===== config.mk =====
export PLATFORM = sky130hd
export DESIGN_NAME = lobm_ctrl
export DESIGN_NICKNAME = d
export VERILOG_FILES = /design/src/hdl/lobm_pkg.sv /design/src/hdl/lobm_ctrl.sv
export SDC_FILE = /design/constraint.sdc
export NUM_CORES = 1
export LEC_CHECK = 0
export ABC_AREA = 1
export BUFFER_PORTS_ARGS = -buffer_cell sky130_fd_sc_hd__buf_2
export CAP_MARGIN = 20
export CORE_AREA = 2 2 39 41
export DETAILED_ROUTE_END_ITERATION = 8
export DIE_AREA = 0 0 41 43
export GPL_TIMING_DRIVEN = 1
export PLACE_DENSITY = 0.77
export SLEW_MARGIN = 40
export SYNTH_ARGS = -nofsm -noshare
export SYNTH_HDL_FRONTEND = slang
export SYNTH_SLANG_ARGS = --single-unit

===== constraint.sdc =====
create_clock -name clk_i -period 1.44 [get_ports clk_i]
set_input_delay 0.288 -clock clk_i [delete_from_list [all_inputs] [get_ports clk_i]]
set_output_delay 0.288 -clock clk_i [all_outputs]
set_load 0.02 [all_outputs]

===== src/hdl/lobm_pkg.sv =====
// ----------------------------------------------------------------------------
// lobm_pkg: shared types and constants of the order book matcher
// controller states, command and status bundles, modulus
// ----------------------------------------------------------------------------
`default_nettype none

package lobm_pkg;

  localparam int unsigned DefaultBookDepth = 64;
  localparam logic [31:0] Modulus = 32'd1000000007;

  typedef enum logic [3:0] {
    S_IDLE,
    S_MRD,
    S_MCHK,
    S_FMOD,
    S_FSUB,
    S_ISTART,
    S_IRD,
    S_ICHK,
    S_RLOAD,
    S_RSUB,
    S_DONE
  } state_e;

  typedef struct packed {
    logic load;
    logic rd_head;
    logic trade;
    logic acc_filled;
    logic acc_rem;
    logic acc_sub;
    logic total_sub;
    logic total_add;
    logic ins_check;
    logic ins_rd;
    logic ins_shift;
    logic ins_place;
    logic out_load;
  } cmd_t;

  typedef struct packed {
    logic rem_zero;
    logic opp_empty;
    logic crosses;
    logic own_full;
    logic idx_zero;
    logic better;
    logic acc_ge;
    logic out_busy;
  } status_t;

endpackage

`default_nettype wire


===== src/hdl/lobm_ctrl.sv =====
// ----------------------------------------------------------------------------
// lobm_ctrl: order sequencer
// walks match, backlog update and sorted insertion for one item
// ----------------------------------------------------------------------------
`default_nettype none

module lobm_ctrl (
  input  wire logic             clk_i,
  input  wire logic             rst_ni,
  input  wire logic             in_valid_i,
  output logic                  in_stall_o,
  input  wire lobm_pkg::status_t sts_i,
  output lobm_pkg::cmd_t        cmd_o
);

  lobm_pkg::state_e state_q, state_d;

  always_ff @(posedge clk_i or negedge rst_ni) begin
    if (!rst_ni) begin
      state_q <= lobm_pkg::S_IDLE;
    end else begin
      state_q <= state_d;
    end
  end

  always_comb begin
    state_d = state_q;
    cmd_o   = '0;
    unique case (state_q)
      lobm_pkg::S_IDLE: begin
        if (in_valid_i) begin
          cmd_o.load = 1'b1;
          state_d    = lobm_pkg::S_MRD;
        end
      end
      lobm_pkg::S_MRD: begin
        if (sts_i.rem_zero || sts_i.opp_empty) begin
          state_d = lobm_pkg::S_FMOD;
        end else begin
          cmd_o.rd_head = 1'b1;
          state_d       = lobm_pkg::S_MCHK;
        end
      end
      lobm_pkg::S_MCHK: begin
        if (sts_i.crosses) begin
          cmd_o.trade = 1'b1;
          state_d     = lobm_pkg::S_MRD;
        end else begin
          state_d = lobm_pkg::S_FMOD;
        end
      end
      lobm_pkg::S_FMOD: begin
        cmd_o.acc_filled = 1'b1;
        state_d          = lobm_pkg::S_FSUB;
      end
      lobm_pkg::S_FSUB: begin
        if (sts_i.acc_ge) begin
          cmd_o.acc_sub = 1'b1;
        end else begin
          cmd_o.total_sub = 1'b1;
          state_d         = lobm_pkg::S_ISTART;
        end
      end
      lobm_pkg::S_ISTART: begin
        if (sts_i.rem_zero) begin
          state_d = lobm_pkg::S_DONE;
        end else begin
          cmd_o.ins_check = 1'b1;
          state_d = sts_i.own_full ? lobm_pkg::S_DONE : lobm_pkg::S_IRD;
        end
      end
      lobm_pkg::S_IRD: begin
        if (sts_i.idx_zero) begin
          cmd_o.ins_place = 1'b1;
          state_d         = lobm_pkg::S_RLOAD;
        end else begin
          cmd_o.ins_rd = 1'b1;
          state_d      = lobm_pkg::S_ICHK;
        end
      end
      lobm_pkg::S_ICHK: begin
        if (sts_i.better) begin
          cmd_o.ins_shift = 1'b1;
          state_d         = lobm_pkg::S_IRD;
        end else begin
          cmd_o.ins_place = 1'b1;
          state_d         = lobm_pkg::S_RLOAD;
        end
      end
      lobm_pkg::S_RLOAD: begin
        cmd_o.acc_rem = 1'b1;
        state_d       = lobm_pkg::S_RSUB;
      end
      lobm_pkg::S_RSUB: begin
        if (sts_i.acc_ge) begin
          cmd_o.acc_sub = 1'b1;
        end else begin
          cmd_o.total_add = 1'b1;
          state_d         = lobm_pkg::S_DONE;
        end
      end
      lobm_pkg::S_DONE: begin
        if (!sts_i.out_busy) begin
          cmd_o.out_load = 1'b1;
          state_d        = lobm_pkg::S_IDLE;
        end
      end
      default: state_d = lobm_pkg::S_IDLE;
    endcase
  end

  assign in_stall_o = (state_q != lobm_pkg::S_IDLE);

endmodule

`default_nettype wire


* Yosys cells after proc, flatten, opt, wreduce, memory -nomap -nowiden
Cells that the tools add are included.
** Storage, ports and cells
- Output and inout port bits :: 14
- Register bits after elaboration :: 4
- Word-level logic and storage cells :: 55
- Input port bits :: 11
** Cells by class
- Mux-type cells :: 35
- Eq/ne operators :: 14
- Reductions and logical operators :: 5
** Operators by type and width (count)
- $pmux 4 s11 :: 1
- $mux 4 :: 8
- $mux 1 :: 24
- $eq 4x3->1 const B :: 4
- $eq 4x4->1 const B :: 3
- $eq 4x2->1 const B :: 2
- $ne 2x2->1 const B :: 4
- $eq 4x1->1 const B :: 1
- $logic_not 4->1 :: 1
- $reduce_and 4->1 :: 1
- $reduce_bool 4->1 :: 1
- $mux 2 :: 1
- $pmux 1 s2 :: 1
- $reduce_or 2->1 :: 1
- $logic_or 1x1->1 :: 1

* Longest topological paths before layout
Gate-level depths: netlist (run 1).
- Depth in word-level cells :: 3
- Gate-level depth with buffers :: 8

* Least setup slack after synthesis (run 1)
OpenSTA, ideal clock, no wires.
- Path kind :: reg-to-output
- Start point :: reg state_q[0]
- End point :: out cmd_o[4] (netlist bit)
- Stages on the path, launching flop included :: 5
- Setup slack :: -0.203 ns
- Arrival time :: 1.355 ns
- Path through :: dfrtp_1 -> inv_2 -> nor2_2 -> inv_1 -> nor4_1
** RTL lines
- start, declared :: RTL line lobm_ctrl.sv:16 : lobm_pkg::state_e state_q, state_d;
- start signal, assigned :: RTL line lobm_ctrl.sv:20 : state_q <= lobm_pkg::S_IDLE;
- start signal, assigned :: RTL line lobm_ctrl.sv:22 : state_q <= state_d;
- end, declared :: RTL line lobm_ctrl.sv:13 : output lobm_pkg::cmd_t cmd_o

==> results of run 1 <==
-- cells in the final DEF (no fill, tap or decap), drive strengths merged --
master	synthesis	final
buf	0	38
dlygate4sd3	0	1
nor3	1	1
dfrtp	4	4
nand4	1	1
or2	1	1
nor4	2	2
nor2	13	13
nand3	12	12
inv	20	20
nand2	30	30
clkbuf	0	3
a21oi	1	1
nand3b	1	1
-- power breakdown --
group	internal, W	switching [W]	leakage, nW	total (W)
Combinational	0.000670	0.000830	0.469	0.00150
Sequential	0.000177	0.000126	0.0459	0.000303
Clock	0.0000939	0.0000554	0.0138	0.000149
Total	0.000941	0.00101	0.529	0.00195
-- what timing repair did --
item,4_1_cts,5_1_grt
endpoints found under the setup margin,14,18
hold buffers,1,0
pin swaps,10,11
gates resized for setup,38,14
setup buffers,8,6
hold endpoints to repair,4,0
-- worst paths after layout --
kind	cells after the start	slack [ns]	endpoint	start
worst max-delay path	5	-0.17	cmd_o[3]	state_q[2]
worst min-delay path	3	0.30	state_q[1]	sts_i[0]
worst max register to register	11	-0.08	state_q[3]	state_q[2]
worst min register to register	3	0.68	state_q[1]	state_q[0]
max in group asynchronous	2	0.93	state_q[3]	rst_ni
min in group asynchronous	2	0.37	state_q[0]	rst_ni
-- cell type report --
class / instances / area share, %
repair buffers: 39 / 33.7
flip-flops and latches: 4 / 11.4
multi-input cells: 62 / 41.9
inverters: 20 / 8.39
clock buffers: 3 / 2.44
well taps: 16 / 2.17
-- metrics by stage --
stage               util (%)  std cells  power, W
finish                  66.8        144   0.00195
global route            66.8        144   0.00206
detailed placement      46.3        128   0.00113
global placement        46.3        128   0.00111
floorplan                  -         86  0.000870
CTS                     62.4        140   0.00168
-- layer usage --
metal / track usage [%] / vias up
met2: 39.1 / 48
met3: 4.19 / 12
li1: - / 351
met4: 16.0 / 0
met5: 0 / -
met1: 26.6 / 316
-- cell families after synthesis --
logic type	Yosys count
simple gates	61
buf+inv	20
flops	4
compound gates	1
-- worst register-to-register path, stage by stage, from the launching register on --
cell     delay [ns]
dfrtp_2        0.47
inv_4          0.06
nor2_4         0.18
buf_4          0.15
buf_4          0.10
buf_4          0.10
nand3_1        0.06
nand2_1        0.07
inv_1          0.04
nand2_1        0.08
nand2_1        0.07
nand2_1        0.06
==> results.json, run 1 <==
{
  "met2_wirelength_um": 1010,
  "cts_sinks": 4,
  "synth_warnings": 0,
  "pin_count": 25,
  "dp_hpwl_um": 1040,
  "wire_per_inst_um": 13.4,
  "synth_most_common_cell": "nand2_1",
  "core-area_um2": 1380,
  "violations": "negative setup slack",
  "synth_mux_area_share_pct": 0,
  "fin_ws_ns": -0.172,
  "dr.pass1.iters": 4,
  "nFillCells": 116,
  "synthesis.area_um2": 469,
  "finalCritPeriodShare_pct": 112,
  "p_per_area_nw_per_um2": 2110,
  "cap_violations": 0,
  "critPathBufInv": 3,
  "synth_compound_area_share_pct": 1.07,
  "grt.overflow.total": 0,
  "initial_core_util_pct": 33.9,
  "synth_area_leaders": "nand2_1, dfrtp_1, inv_1, nand3_1, nor2_1",
  "regMostFlops": "state_q",
  "synth_adder_area_share_pct": 0,
  "multi_input_area_um2": 388,
  "synth_xor_area_share_pct": 0,
  "dp_slack_ns": -0.0291,
  "hold_path.class": "in -> reg",
  "timing.slew.headroom_pct": 85.5,
  "worst_setup_path_start_kind": "register",
  "synth_top_family_by_area": "simple AND/OR/NAND/NOR gates",
  "grt_pass1_wl_um": 2860,
  "diodes": 0,
  "postSynthAreaPerCell_um2": 5.46,
  "path_class": "reg -> out",
  "wl_met1_um": 699,
  "layout.nets": 141,
  "fin_worst_skew_ns": 0.00393,
  "grtUsageTotal_pct": 24.1,
  "synth_top_cell_by_area": "nand2_1",
  "worstMarginPinSlew_ns": 0.215,
  "status": "finished with violations",
  "highest_layer": "met4",
  "wirelength_um": 1940,
  "fp.dieArea_um2": 1760,
  "cts_buffer_depth": 2,
  "viasPerCell": 5.05,
  "stdcell_area_um2": 925,
  "path_delay_family": "flip-flops",
  "crit_slowest_cell": "dfrtp_2",
  "die_width_um": 41,
  "hold_viol": 0,
  "cts_root_buffer": "clkbuf_4",
  "drc": 0,
  "met3_wirelength_um": 144,
  "gp_congestion": 0.890,
  "vdd_drop_max_mv": 1.11,
  "crit_chain": "inv_4, nor2_4, nand3b_1, inv_2, buf_6",
  "yosysUniqueCellTypes": 16,
  "synth_top_area_share_pct": 23.2,
  "reg.largest.list": "state_q (4)",
  "yosysSeqAreaShare_pct": 21.3,
  "regArea_um2": 105,
  "h-tree-depth": 1,
  "placed_area_um2": 641,
  "antenna_found_initial": 0,
  "die_h_um": 43,
  "critical_path_peak_fanout": 7,
  "whs_ns": 0.304,
  "cts_tree": "yes",
  "clk_latency_ns": 0.25,
  "syn_inst": 86,
  "ys_async_sr_fraction_pct": 100,
  "synth_fp_nets": 97,
  "vias": 727,
  "path_clk_slew_ns": 0.04,
  "synth.ff_latch_count": 4,
  "setup_viol": 15,
  "numCtsBuffers": 3,
  "min_period_ns": 1.61,
  "ys_top_cells_by_count": "nand2_1, inv_1, nand3_1",
  "first_global_vias": 692,
  "port_buffers": 24,
  "rows": 14,
  "cp-end-kind": "output port",
  "crit_required_ns": 1.15,
  "synth_edf_count": 0,
  "p_leak_nw": 0.529,
  "largest_reg_flops": 4,
  "grt_max_degree": 8,
  "critPathMaxStageDelay_ns": 0.47,
  "layout-drive-gt1-share_pct": 60.9,
  "rsz0062_at_grt": "yes",
  "area_growth_pct": 97.1,
  "slew_violations": 0,
  "fmax_mhz": 620,
  "yosys.area_share.simple_pct": 61.6,
  "cp.arrival_ns": 1.32,
  "ant_nets": 0,
  "synthFlopType": "dfrtp_1",
  "drt_iter0_drc": 33,
  "setup_tns_ns": -1.61
}
No activity file was read; power rests on OpenSTA's default activity.
==> run 2: changes to the inputs <==
MAX_ROUTING_LAYER = met4   (was unset)
RECOVER_POWER = 50   (was unset)
==> results.json, run 2 (synthesis results as in run 1) <==
{
  "status": "finished with violations",
  "violations": "negative setup slack",
  "rows": 14,
  "mostFrequentLayoutCells": "nand2_1, buf_4, inv_1, buf_2, buf_6",
  "viasPerCell": 5.06,
  "critPathBufInv": 3,
  "grtUsageTotal_pct": 24.7,
  "finalCritPeriodShare_pct": 112,
  "rsz0062_at_grt": "yes",
  "slew_violations": 0,
  "grt_max_degree": 8,
  "vdd_drop_max_mv": 1.12,
  "nFillCells": 117,
  "p_per_area_nw_per_um2": 2120,
  "fin_worst_skew_ns": 0.00386,
  "regMostFlops": "state_q",
  "stdcell_area_um2": 923,
  "reg.largest.list": "state_q (4)",
  "grt_pass1_wl_um": 2860,
  "area_growth_pct": 96.8,
  "whs_ns": 0.307,
  "die_width_um": 41,
  "wirelength_um": 1940,
  "drt_iter0_drc": 33,
  "antenna_found_initial": 0,
  "setup_tns_ns": -1.61,
  "reg2reg_slack_ns": -0.08,
  "path_class": "reg -> out",
  "critPathMaxStageDelay_ns": 0.47,
  "p_leak_nw": 0.526,
  "hold_path.class": "in -> reg",
  "drc": 0,
  "core-area_um2": 1380,
  "cts_sinks": 4,
  "layout.nets": 141,
  "worstMarginPinSlew_ns": 0.228,
  "cts_buffer_depth": 2,
  "ant_nets": 0,
  "multi_input_area_um2": 388,
  "dp_cells": 128,
  "hold_viol": 0,
  "fp.dieArea_um2": 1760,
  "first_global_vias": 692,
  "wire_per_inst_um": 13.5,
  "worstHoldStart": "sts_i[0]",
  "port_buffers": 24,
  "crit_chain": "inv_4, nor2_4, nand3b_1, inv_2, buf_6",
  "grt.overflow.total": 0,
  "postLayoutCoreUtil_pct": 66.7,
  "cp.arrival_ns": 1.32,
  "crit_slowest_cell": "dfrtp_2",
  "met2_usage_pct": 39.1,
  "r2r_cells": 11,
  "path_clk_slew_ns": 0.04,
  "reg2reg_to": "state_q[3]",
  "dr.pass1.iters": 4,
  "regArea_um2": 105,
  "cts_tree": "yes",
  "setup_viol": 15,
  "hold_depth": 3,
  "numCtsBuffers": 3,
  "gr-usage-met3_pct": 3.66,
  "crit_required_ns": 1.15,
  "fin_cells": 144,
  "cp-end-kind": "output port",
  "die_h_um": 43,
  "gr-usage-met1_pct": 27.0,
  "initial_core_util_pct": 33.9,
  "cts_root_buffer": "clkbuf_4",
  "grt-busiest-layer": "met2",
  "cap_violations": 0,
  "clk_latency_ns": 0.25,
  "placed_area_um2": 641,
  "pin_count": 25,
  "whs_endpoint": "state_q[1]",
  "dp_hpwl_um": 1040,
  "fmax_mhz": 620,
  "vias": 729,
  "largest_reg_flops": 4,
  "timing.slew.headroom_pct": 84.8,
  "gp_congestion": 0.904,
  "diodes": 0,
  "min_period_ns": 1.61,
  "h-tree-depth": 1,
  "fin_ws_ns": -0.172,
  "critical_path_peak_fanout": 7,
  "worst_setup_path_start_kind": "register",
  "layout_commonest_cell": "nand2_1",
  "path_delay_family": "flip-flops",
  "r2r-start": "state_q[2]",
  "layout-drive-gt1-share_pct": 60.2
}
==> run 2: stage by stage <==
stage                     setup WS (ns)  power, W
after CTS                        -0.134   0.00168
final                            -0.172   0.00195
after detailed placement        -0.0291   0.00113
after floorplan                -0.00683  0.000870
after global placement           0.0246   0.00111
after global routing             -0.216   0.00206
==> run 2: power by group <==
part | total, W | internal (W) | leakage, nW | switching [W]
Combinational | 0.00150 | 0.000670 | 0.466 | 0.000832
Sequential | 0.000303 | 0.000177 | 0.0459 | 0.000126
Clock | 0.000150 | 0.0000939 | 0.0138 | 0.0000557
==> run 2: final cells by class <==
cell class                      count  share of cell area (%)
Tap cell                           16                    2.17
Clock buffer                        3                    2.44
Sequential cell                     4                    11.4
Timing Repair Buffer               39                    33.6
Multi-Input combinational cell     62                    42.0
Inverter                           20                    8.40
==> run 2: worst register-to-register path, stage by stage, from the launching register on <==
cell and delay (ns):
dfrtp_2 0.47, inv_4 0.06, nor2_4 0.18, buf_4 0.15, buf_4 0.10, buf_4 0.10, nand3_1 0.06, nand2_1 0.07
inv_1 0.04, nand2_1 0.08, nand2_1 0.07, nand2_1 0.06
==> run 2: timing repair <==
item                                    CTS  global route
buffers inserted                          8             6
resized for setup                        38            14
endpoints found under the hold margin     4             0
hold buffers                              1             0
endpoints found under the setup margin   14            18
pin swaps                                10            11
==> run 2: worst max path at each step <==
stage                     from  endpoint  depth (start not counted)
global placement    state_q[0]  cmd_o[7]                          4
CTS                 state_q[2]  cmd_o[2]                          5
detailed placement  state_q[3]  cmd_o[7]                          5
floorplan           state_q[0]  cmd_o[8]                          1
finish              state_q[2]  cmd_o[3]                          5
global route        state_q[2]  cmd_o[2]                          5
==> run 2: metal layers <==
| metal | wire (um) | part of all wire (%) |
|---|---|---|
| met1 | 691 | 36 |
| met2 | 1010 | 52 |
| met3 | 155 | 8.0 |
| met4 | 85 | 4.4 |
| met5 | 0 | 0 |
==> run 3: changes to the inputs <==
ABC_AREA = unset   (was 1)
PLACE_DENSITY = 0.78   (was 0.77)
==> results.json, run 3 <==
{
  "finalCritPeriodShare_pct": 113,
  "whs_endpoint": "state_q[1]",
  "min_period_ns": 1.62,
  "drt_iter0_drc": 13,
  "grt_max_degree": 10,
  "fp.dieArea_um2": 1760,
  "hold_viol": 0,
  "path_class": "reg -> out",
  "worstHoldStart": "sts_i[0]",
  "rows": 14,
  "cts_sinks": 4,
  "cp.arrival_ns": 1.33,
  "h-tree-depth": 1,
  "violations": "negative setup slack",
  "path_clk_slew_ns": 0.04,
  "pin_count": 25,
  "reg.largest.list": "state_q (4)",
  "dp_cells": 116,
  "multi_input_area_um2": 439,
  "synth_top_cell_by_area": "dfrtp_1",
  "dr.pass1.iters": 4,
  "regMostFlops": "state_q",
  "critPathMaxStageDelay_ns": 0.44,
  "layout.nets": 120,
  "cp-end-kind": "output port",
  "crit_slowest_cell": "dfrtp_2",
  "fin_ws_ns": -0.182,
  "synth_edf_count": 0,
  "port_buffers": 24,
  "first_global_vias": 615,
  "slew_violations": 0,
  "regArea_um2": 105,
  "ys_top_cells_by_count": "nand2_1, nor2_1, nor3_1",
  "dp_hpwl_um": 1210,
  "core-area_um2": 1380,
  "antenna_found_initial": 0,
  "yosysUniqueCellTypes": 29,
  "clk_latency_ns": 0.23,
  "power.total_w": 0.00188,
  "layout_commonest_cell": "buf_4",
  "grt_pass1_wl_um": 2440,
  "mostFrequentLayoutCells": "buf_4, buf_2, buf_6",
  "synth_fp_nets": 77,
  "worstMarginPinSlew_ns": 0.570,
  "status": "finished with violations",
  "fin_worst_skew_ns": 0.000107,
  "reg2reg_slack_ns": -0.11,
  "synthFlopType": "dfrtp_1",
  "gp_congestion": 0.886,
  "ys_async_sr_fraction_pct": 100,
  "drc": 0,
  "largest_reg_flops": 4,
  "vdd_drop_max_mv": 0.835,
  "reg2reg_to": "state_q[0]",
  "initial_core_util_pct": 34.7,
  "nFillCells": 118,
  "ant_nets": 0,
  "synth_top_area_share_pct": 20.8,
  "wire_per_inst_um": 14.5,
  "viasPerCell": 5.56,
  "worst_setup_path_start_kind": "register",
  "cts_tree": "yes",
  "syn_inst": 66,
  "numCtsBuffers": 3,
  "synth.ff_latch_count": 4,
  "p_leak_nw": 0.417,
  "critical_path_peak_fanout": 7,
  "cap_violations": 0,
  "die_h_um": 43,
  "postLayoutCoreUtil_pct": 68.2,
  "postSynthAreaPerCell_um2": 7.28,
  "vias": 684,
  "timing.slew.headroom_pct": 61.9,
  "grtUsageTotal_pct": 21.0,
  "wirelength_um": 1790,
  "die_width_um": 41,
  "synth_warnings": 0,
  "rsz0062_at_grt": "yes",
  "yosysSeqAreaShare_pct": 20.8,
  "hold_depth": 3,
  "synthesis.area_um2": 480,
  "fin_cells": 123,
  "grt.overflow.total": 0,
  "r2r-start": "state_q[1]",
  "fmax_mhz": 617,
  "area_growth_pct": 96.4,
  "p_per_area_nw_per_um2": 1990,
  "diodes": 0,
  "cts_root_buffer": "clkbuf_4",
  "dp_slack_ns": -0.0161,
  "setup_viol": 17,
  "layout-drive-gt1-share_pct": 67.3,
  "crit_chain": "or2b_4, nor4_2, buf_2",
  "synth_area_leaders": "dfrtp_1, nor3_1, nand2_1, nor2_1, o21ai_0",
  "cts_buffer_depth": 2,
  "r2r_cells": 4,
  "crit_required_ns": 1.15,
  "hold_path.class": "in -> reg"
}
[run 3: changes by cell type in the layout (fill, tap and decap cells not counted), sizes merged, moves of 5 or more]
cell,delta
nor3,+6
nand3,-10
nand2,-23
nor2,-6
buf,+5
o21ai,+5
inv,-17
[run 3: per-stage QoR]
step	setup TNS (ns)	hold slack, ns	instance area (um2)
after global routing	-2.80	0.363	943
after CTS	-1.83	0.348	848
final	-1.77	0.340	943
after detailed placement	-0.0161	0.0931	739
after floorplan	-0.315	-0.00759	524
after global placement	0	0.0925	739
[run 3: cell type report]
cell class                      instances  area share, %
Clock buffer                            3           2.39
Timing Repair Buffer                   44           36.6
Tap cell                               16           2.12
Inverter                                3           1.19
Multi-Input combinational cell         53           46.6
Sequential cell                         4           11.1
[run 3: routing by layer]
| metal | wire length [um] | global-route usage, % | vias up | share of wire [%] |
|---|---|---|---|---|
| met5 | 0 | - | - | 0 |
| met4 | 32 | 12.0 | 0 | 1.8 |
| met3 | 111 | 4.19 | 5 | 6.2 |
| met2 | 989 | 35.9 | 36 | 55 |
| met1 | 652 | 20.4 | 323 | 37 |
| li1 | - | - | 320 | - |
[run 3: kinds of logic (layout without fill, tap and decap cells)]
group           after synthesis  count (layout)  synth area share, %
flops                         4               4                 20.8
buf+inv                       9              50                 11.7
simple gates                 35              35                 40.6
mux                           1               1                 2.08
compound gates               17              17                 24.7
[run 3: worst max-delay path, delay by kind of cell, from the launching register on]
kind | cells | cell delay (ns)
and+or+nand+nor | 2 | 0.46
DFF | 1 | 0.44
buffers and inverters | 1 | 0.20
[run 3: report_power, final]
part           total, W  switching (W)  internal (W)
logic           0.00147       0.000731      0.000739
clock network  0.000135      0.0000420     0.0000930
registers      0.000274       0.000101      0.000173
total           0.00188       0.000874       0.00100
[run 3: worst max-delay path by stage]
stage | from | to | slack, ns | cells past startpoint
floorplan | state_q[3] | cmd_o[6] | -0.1 | 3
global placement | state_q[3] | state_q[3] | 0.04 | 5
finish | state_q[3] | cmd_o[6] | -0.18 | 3
global route | state_q[3] | cmd_o[6] | -0.23 | 3
detailed placement | state_q[3] | state_q[3] | -0.02 | 5
CTS | state_q[3] | cmd_o[6] | -0.17 | 3
[run 3: repair_timing]
item	CTS	global route
setup endpoints to repair	16	17
pin swaps	3	5
buffers inserted	2	2
gates resized for setup	23	20
hold endpoints to repair	4	0
hold buffers	1	0
